--- src/bvhts_pkg.sv ---
// Shared types, codes and constants of the BVH traversal stack scheduler.
// No dependencies; imported by every module of the block.
package bvhts_pkg;

  localparam int FUNC_W      = 3;
  localparam int SLOT_W      = 6;
  localparam int RAY_SLOTS   = 64;
  localparam int DIST_W      = 32;
  localparam int PRIM_W      = 32;
  localparam int ADDR_W      = 48;
  localparam int LEN_W       = 16;
  localparam int INDEX_W     = 16;
  localparam int CNT_W       = 4;
  localparam int TSTRIDE_W   = 24;
  localparam int RSTRIDE_W   = 12;
  localparam int CFG_IDX_W   = 2;
  localparam int STACK_DEPTH_DEF = 32;
  localparam int TRI_OFFSET_SHIFT = 2;

  localparam logic [TSTRIDE_W-1:0] TSTRIDE_RST = TSTRIDE_W'(65536);
  localparam logic [RSTRIDE_W-1:0] NSTRIDE_RST = RSTRIDE_W'(64);
  localparam logic [RSTRIDE_W-1:0] RSTRIDE_RST = RSTRIDE_W'(48);
  localparam logic [PRIM_W-1:0]    NO_HIT      = '1;

  typedef enum logic [FUNC_W-1:0] {
    FN_START      = 3'd0,
    FN_BEGIN_NODE = 3'd1,
    FN_OFFER      = 3'd2,
    FN_SCHEDULE   = 3'd3,
    FN_HIT_UPDATE = 3'd4
  } func_t;

  typedef enum logic [2:0] {
    OC_NODE     = 3'd0,
    OC_TRI      = 3'd1,
    OC_CULL     = 3'd2,
    OC_HIT      = 3'd3,
    OC_ACCEPT   = 3'd4,
    OC_REJECT   = 3'd5,
    OC_OVERFLOW = 3'd6,
    OC_NOSLOT   = 3'd7
  } outcome_t;

  typedef enum logic [CFG_IDX_W-1:0] {
    CFG_BASE    = 2'd0,
    CFG_TSTRIDE = 2'd1,
    CFG_NSTRIDE = 2'd2,
    CFG_RSTRIDE = 2'd3
  } cfg_idx_t;

  // Stack entry payload, most significant field first.
  typedef struct packed {
    logic [INDEX_W-1:0] treelet;
    logic [CNT_W-1:0]   tris;
    logic               other;
    logic               interior;
    logic [INDEX_W-1:0] index;
  } payload_t;

  typedef struct packed {
    logic [DIST_W-1:0] distance;
    payload_t          pay;
  } entry_t;

  // Controller to datapath.
  typedef struct packed {
    logic     take;
    logic     load_state;
    logic     stk_rd_top;
    logic     stk_wr_new;
    logic     stk_wr_shift;
    logic     j_from_h;
    logic     j_dec;
    logic     h_inc;
    logic     h_dec;
    logic     fl_from_h;
    logic     hit_take;
    logic     pop_latch;
    logic     mul;
    logic     sum;
    logic     out_load;
    logic     use_clr;
    outcome_t outcome;
  } cmd_t;

  // Datapath to controller.
  typedef struct packed {
    logic              in_fire;
    logic [FUNC_W-1:0] func;
    logic              live;
    logic              no_free;
    logic              dist_ge_cd;
    logic              h_zero;
    logic              h_full;
    logic              j_gt_fl;
    logic              rd_gt_dist;
    logic              top_ge_cd;
    logic              top_interior;
    logic              out_can_load;
  } status_t;

endpackage

--- src/bvhts_ctrl.sv ---
// Controller state machine that sequences one command through the datapath.
// Depends on bvhts_pkg.
module bvhts_ctrl (
  input  logic                clk,
  input  logic                rst_n,
  input  bvhts_pkg::status_t  sts,
  output bvhts_pkg::cmd_t     cmd
);
  import bvhts_pkg::*;

  typedef enum logic [3:0] {
    S_IDLE, S_LOAD, S_DEC, S_INS, S_INSC, S_POP, S_MUL, S_SUM, S_DONE
  } state_t;

  state_t   state_r, state_nxt;
  outcome_t oc_r, oc_nxt;

  always_comb begin
    cmd       = '0;
    cmd.outcome = oc_r;
    state_nxt = state_r;
    oc_nxt    = oc_r;
    case (state_r)
      S_IDLE: begin
        cmd.take = 1'b1;
        if (sts.in_fire) state_nxt = S_LOAD;
      end
      S_LOAD: begin
        cmd.load_state = 1'b1;
        state_nxt = S_DEC;
      end
      S_DEC: begin
        state_nxt = S_DONE;
        if (sts.func == FN_START) begin
          if (sts.no_free) begin
            oc_nxt = OC_NOSLOT;
          end else begin
            cmd.stk_wr_new = 1'b1;
            oc_nxt = OC_ACCEPT;
          end
        end else if (!sts.live) begin
          oc_nxt = OC_REJECT;
        end else begin
          case (sts.func)
            FN_BEGIN_NODE: begin
              cmd.fl_from_h = 1'b1;
              oc_nxt = OC_ACCEPT;
            end
            FN_OFFER: begin
              if (sts.dist_ge_cd) begin
                oc_nxt = OC_REJECT;
              end else if (sts.h_full) begin
                oc_nxt = OC_OVERFLOW;
              end else begin
                cmd.j_from_h = 1'b1;
                cmd.h_inc    = 1'b1;
                oc_nxt       = OC_ACCEPT;
                state_nxt    = S_INS;
              end
            end
            FN_SCHEDULE: begin
              if (sts.h_zero) begin
                oc_nxt = OC_HIT;
              end else begin
                cmd.stk_rd_top = 1'b1;
                cmd.h_dec      = 1'b1;
                state_nxt      = S_POP;
              end
            end
            FN_HIT_UPDATE: begin
              if (sts.dist_ge_cd) begin
                oc_nxt = OC_REJECT;
              end else begin
                cmd.hit_take = 1'b1;
                oc_nxt = OC_ACCEPT;
              end
            end
            default: oc_nxt = OC_REJECT;
          endcase
        end
      end
      S_INS: begin
        if (sts.j_gt_fl) begin
          state_nxt = S_INSC;
        end else begin
          cmd.stk_wr_new = 1'b1;
          state_nxt = S_DONE;
        end
      end
      S_INSC: begin
        if (sts.rd_gt_dist) begin
          cmd.stk_wr_new = 1'b1;
          state_nxt = S_DONE;
        end else begin
          cmd.stk_wr_shift = 1'b1;
          cmd.j_dec = 1'b1;
          state_nxt = S_INS;
        end
      end
      S_POP: begin
        if (sts.top_ge_cd) begin
          oc_nxt = OC_CULL;
          state_nxt = S_DONE;
        end else begin
          cmd.pop_latch = 1'b1;
          // The popped entry's node flag picks a node or a triangle fetch.
          oc_nxt = sts.top_interior ? OC_NODE : OC_TRI;
          state_nxt = S_MUL;
        end
      end
      S_MUL: begin
        cmd.mul = 1'b1;
        state_nxt = S_SUM;
      end
      S_SUM: begin
        cmd.sum = 1'b1;
        state_nxt = S_DONE;
      end
      S_DONE: begin
        if (sts.out_can_load) begin
          cmd.out_load = 1'b1;
          cmd.use_clr  = (oc_r == OC_HIT);
          state_nxt    = S_IDLE;
        end
      end
      default: state_nxt = S_IDLE;
    endcase
  end

  always_ff @(posedge clk) begin
    if (!rst_n) begin
      state_r <= S_IDLE;
      oc_r    <= OC_ACCEPT;
    end else begin
      state_r <= state_nxt;
      oc_r    <= oc_nxt;
    end
  end

endmodule

--- config.mk ---
export PLATFORM = sky130hd
export DESIGN_NAME = bvhts_ctrl
export DESIGN_NICKNAME = d
export VERILOG_FILES = /design/src/bvhts_pkg.sv /design/src/bvhts_ctrl.sv
export SDC_FILE = /design/constraint.sdc
export NUM_CORES = 1
export LEC_CHECK = 0
export BUFFER_PORTS_ARGS = -buffer_cell sky130_fd_sc_hd__buf_4
export CORE_MARGIN = 2
export CORE_UTILIZATION = 43
export CTS_CLUSTER_SIZE = 28
export DETAILED_ROUTE_END_ITERATION = 8
export GPL_TIMING_DRIVEN = 0
export MAX_ROUTING_LAYER = met4
export PLACE_DENSITY = 0.77
export SLEW_MARGIN = 20
export SYNTH_ARGS = -nofsm -noshare
export SYNTH_HDL_FRONTEND = slang
export SYNTH_SLANG_ARGS = --single-unit
--- constraint.sdc ---
create_clock -name clk -period 1.9 [get_ports clk]
set_input_delay 0.38 -clock clk [delete_from_list [all_inputs] [get_ports clk]]
set_output_delay 0.38 -clock clk [all_outputs]
set_load 0.01 [all_outputs]
=== Word-level counts from Yosys, hierarchy flattened ===
Index checks and enable logic that the tools add are counted.

* Word-level logic and storage cells: 78
* Bits of input ports: 16
* Flip-flop bits (word level): 7
* Output and inout port bits: 19

* Multiplexer cells: 55
* Equal/unequal tests: 16
* Reductions and logical operators: 5

{| class="wikitable"
|+ Operator list
! cell !! count
|-
| $mux W4 || 13
|-
| $pmux W4 S9 || 1
|-
| $mux W1 || 28
|-
| $eq A4 B3 Y1 const B || 4
|-
| $mux W3 || 4
|-
| $pmux W3 S4 || 1
|-
| $mux W2 || 5
|-
| $eq A3 B2 Y1 const B || 3
|-
| $eq A4 B2 Y1 const B || 2
|-
| $pmux W4 S2 || 1
|-
| $pmux W3 S2 || 1
|-
| $ne A5 B5 Y1 const B || 1
|-
| $eq A4 B1 Y1 const B || 1
|-
| $eq A4 B4 Y1 const B || 1
|-
| $logic_not A4 Y1 || 1
|-
| $ne A2 B2 Y1 const B || 2
|-
| $reduce_and A2 Y1 || 2
|-
| $eq A3 B1 Y1 const B || 1
|-
| $eq A3 B3 Y1 const B || 1
|-
| $logic_not A3 Y1 || 1
|-
| $pmux W1 S3 || 1
|-
| $reduce_bool A2 Y1 || 1
|}

=== Depth between registers and ports, before layout ===
* Depth in word-level cells: 6
* Mapped depth: 5
* Mapped depth without buffers: 4

=== Least setup slack after synthesis ===
No wires, ideal clock.

* Path kind: flip-flop to output port
* Start point: reg state_r[2]
* End point: out cmd[8] (netlist name)
* Buffers on the path: 1
* Cell stages (with the launch flop): 5
* Setup slack: 133 ps
* Required time: 1,520 ps
* Data arrival time: 1,387 ps
* Cells stage by stage: dfxtp_1 buf_2 nor4b_2 nand2_1 nor4b_1

{| class="wikitable"
|+ RTL lines
! element !! RTL line !! RTL
|-
| start: declaration || bvhts_ctrl.sv:15 || <nowiki>state_t state_r, state_nxt;</nowiki>
|-
| start signal: assignment || bvhts_ctrl.sv:135 || <nowiki>state_r <= state_nxt;</nowiki>
|-
| end: declaration || bvhts_ctrl.sv:7 || <nowiki>output bvhts_pkg::cmd_t cmd</nowiki>
|}

==> run_results.csv <==
group,metric,value,unit
outcome,status,"finished, violations left",
outcome,violations,"negative setup slack",
floorplan,die_w,42.9,um
route,drc_errors,0,
power_and_ir_drop,leakagePower,0.510,nW
logic_synthesis,synthSimpleGateAreaFrac,43.7,%
final_layout,area_growth,74.0,%
final_layout,fin_nets,150,
clocking,cts_hold_buf,0,
logic_synthesis,avgSynthCellArea,7.65,sq um
logic_synthesis,synth_flop_cell,"dfxtp_1",
logic_synthesis,synthMuxAreaShare,3.46,%
route,wl_met1,844,um
logic_synthesis,syn_inst,85,
route,ant_nets,0,
worst_setup_path,crit_type,"flip-flop to primary output",
timing,period_minus_slack,1.91,ns
route,drt-pass1-iter-count,4,
worst_setup_path,worstPathRequired,1.52,ns
logic_synthesis,yosysTopAreaCellShare,21.5,%
clocking,cts_buffer_depth,2,
floorplan,dieArea,1840,sq um
timing,hold_viol,0,
floorplan,rows,14,
floorplan,die_h,42.9,um
timing,finalMaxSlewViolations,0,
hold_path,hold_class,"input port to flip-flop",
logic_synthesis,synth_compound_area_share,23.1,%
logic_synthesis,synth_xor_area_share,0,%
logic_synthesis,ys_async_sr_fraction,0,%
placed_design,dp_hpwl,1.48,mm
timing,relSlewSlack,73.0,%
floorplan,io_pins,35,
placed_design,place.gp.congestion,0.847,
worst_setup_path,arrival,1.53,ns
logic_synthesis,yosys.cell_count.top_type,"dfxtp_1",
floorplan,initial_core_util,44.8,%
final_layout,layout-drive-gt1-share,57.1,%
power_and_ir_drop,peakVddDrop,0.000435,V
logic_synthesis,synth.area.top_cells,"dfxtp_1 22%, a21oi_1 4.6%, nor4b_1 4.0%",
logic_synthesis,mappedNetlistArea,651,sq um
route,drt_wl_total,2.10,mm
timing,setup_viol,2,
clocking,clock-sinks,7,
floorplan,coreArea,1450,sq um
clocking,insertion_delay,0.25,ns
timing,finClkSkew,0.00306,ns
worst_setup_path,cp_max_fo,4,
global_routing,grt_pass1_vias,806,
worst_setup_path,crit_path_end_kind,"primary output",
placed_design,portBuffers,34,
logic_synthesis,ys_types,40,
placed_design,place_inst,135,
route,drt_iter0_drc,19,
timing,rsz0062_at_grt,"yes",
placed_design,post_dp_cell_area,926,sq um
timing,whs,0.433,ns
logic_synthesis,yosys.area_share.adder,0,%
route,topRoutingLayerUsed,"met4",
global_routing,groute.usage.overall,24.8,%
power_and_ir_drop,power_density,508,nW/um^2
clocking,clk_pin_slew,0.05,ns
timing,min_period_over_period,100,%
logic_synthesis,synth-edff-count,0,
final_layout,final_area,1130,sq um
clocking,cts_root_buf,"clkbuf_4",
logic_synthesis,ys_seq_area_share,21.5,%
clocking,cts_max_level,1,
timing,worstMarginPinSlew,0.402,ns
final_layout,final_cells,149,
clocking,numCtsBuffers,3,
worst_setup_path,startpoint_type,"flip-flop",
final_layout,n_antenna_cell,0,
route,vias_per_cell,5.96,
timing,setup_slack,-0.00931,ns
logic_synthesis,synth_top_family_by_area,"simple AND/OR/NAND/NOR gates",
logic_synthesis,synth_nets,101,
global_routing,antenna_found_initial,0,
logic_synthesis,ys_seq_elements,7,
global_routing,grt_pass1_wl,3.43,mm
global_routing,grt_max_degree,11,
route,avgRoutedWirePerCell,14.1,um
route,vias,888,
logic_synthesis,synthTopCellsByCount,"7 x dfxtp_1, 6 x a21oi_1, 6 x nor2_1",
logic_synthesis,yosys_warnings,0,
route,met2_length,1.07,mm
logic_synthesis,yosysTopAreaCell,"dfxtp_1",
timing,fmax,0.524,GHz
flow_run,max_cap_viol_count,0,
clocking,cts_tree,"done",
route,dr_wl_met3,129,um
global_routing,gr-total-overflow,0,
## final cells by class
type                       instances  area [sq um]
tap                               16          20.0
clock buffer                       4          26.3
sequential                         7           145
multi-input combinational         68           532
inverter                           1          3.75
timing repair buffer              44           334
fill                             113           322
buffer                             9          71.3
## flip-flops by register name, indices dropped and copies added (netlist names)
register  count
oc_r          3
state_r       4
## routing by layer
layer / up-vias / global-route usage, %
met1: 413 / 26.4
met2: 43 / 45.5
met5: - / -
li1: 424 / -
met4: 0 / 6.25
met3: 8 / 5.96
## path summary, 6_finish.rpt
path,start,slack [ns],to,cells past startpoint
worst min register to register,oc_r[2],0.48,oc_r[2],1
worst min-delay path,sts[4],0.43,state_r[2],3
worst max-delay path,state_r[2],-0.009,cmd[8],5
worst max register to register,state_r[0],0.25,state_r[3],7
## cell usage in the layout, fill, tap and decap left out, types with 2 or more instances in the layout
master    synthesis  layout
nor3_1            3       2
nand4b_1          2       2
clkbuf_2          0       2
nor4b_2           1       3
nand2_2           1       2
mux2_2            2       2
buf_6             0       4
a211o_1           2       2
nor2b_1           4       4
a211oi_1          2       2
dfxtp_1           7       3
dfxtp_2           0       4
a21oi_1           6       6
nor2_1            6       6
o211ai_1          2       2
buf_4             3      46
clkbuf_4          0       3
o21ai_0           2       2
or3_1             3       3
and3_1            3       2
nand2_1           5       4
## critical path, cell delays in order, from the launching register on
cell and delay, ns:
dfxtp_2 0.33, buf_6 0.12, nor4b_4 0.34, nand2_2 0.11, nor4b_2 0.22, buf_4 0.16
## through the flow
stage	util, %	setup WS, ns	total power, mW	setup TNS, ns
after floorplan	-	0.133	0.286	0
after global placement	63.7	0.0486	0.365	0
after detailed placement	63.7	0.0400	0.370	0
after CTS	74.6	-0.111	0.555	-0.160
after global routing	77.9	-0.102	0.607	-0.480
final	77.9	-0.00931	0.575	-0.0119
## what timing repair did
action / in CTS / in global routing
setup endpoints to repair: 9 / 9
buffers inserted: 8 / 2
gates cloned: 0 / 0
pin swaps: 4 / 6
endpoints found under the hold margin: 0 / 0
gates resized for setup: 19 / 7
## logic make-up after synthesis
kind of cell / Yosys count
compound gates: 22
mux: 2
simple gates: 44
flops: 7
buf+inv: 10
## where the power goes
| group | internal (mW) | switching, mW | total [mW] |
|---|---|---|---|
| registers | 0.164 | 0.0171 | 0.181 |
| clock network | 0.0801 | 0.0539 | 0.134 |
| logic | 0.142 | 0.118 | 0.260 |
| total | 0.386 | 0.189 | 0.575 |
(Power assumes the default switching activity.)
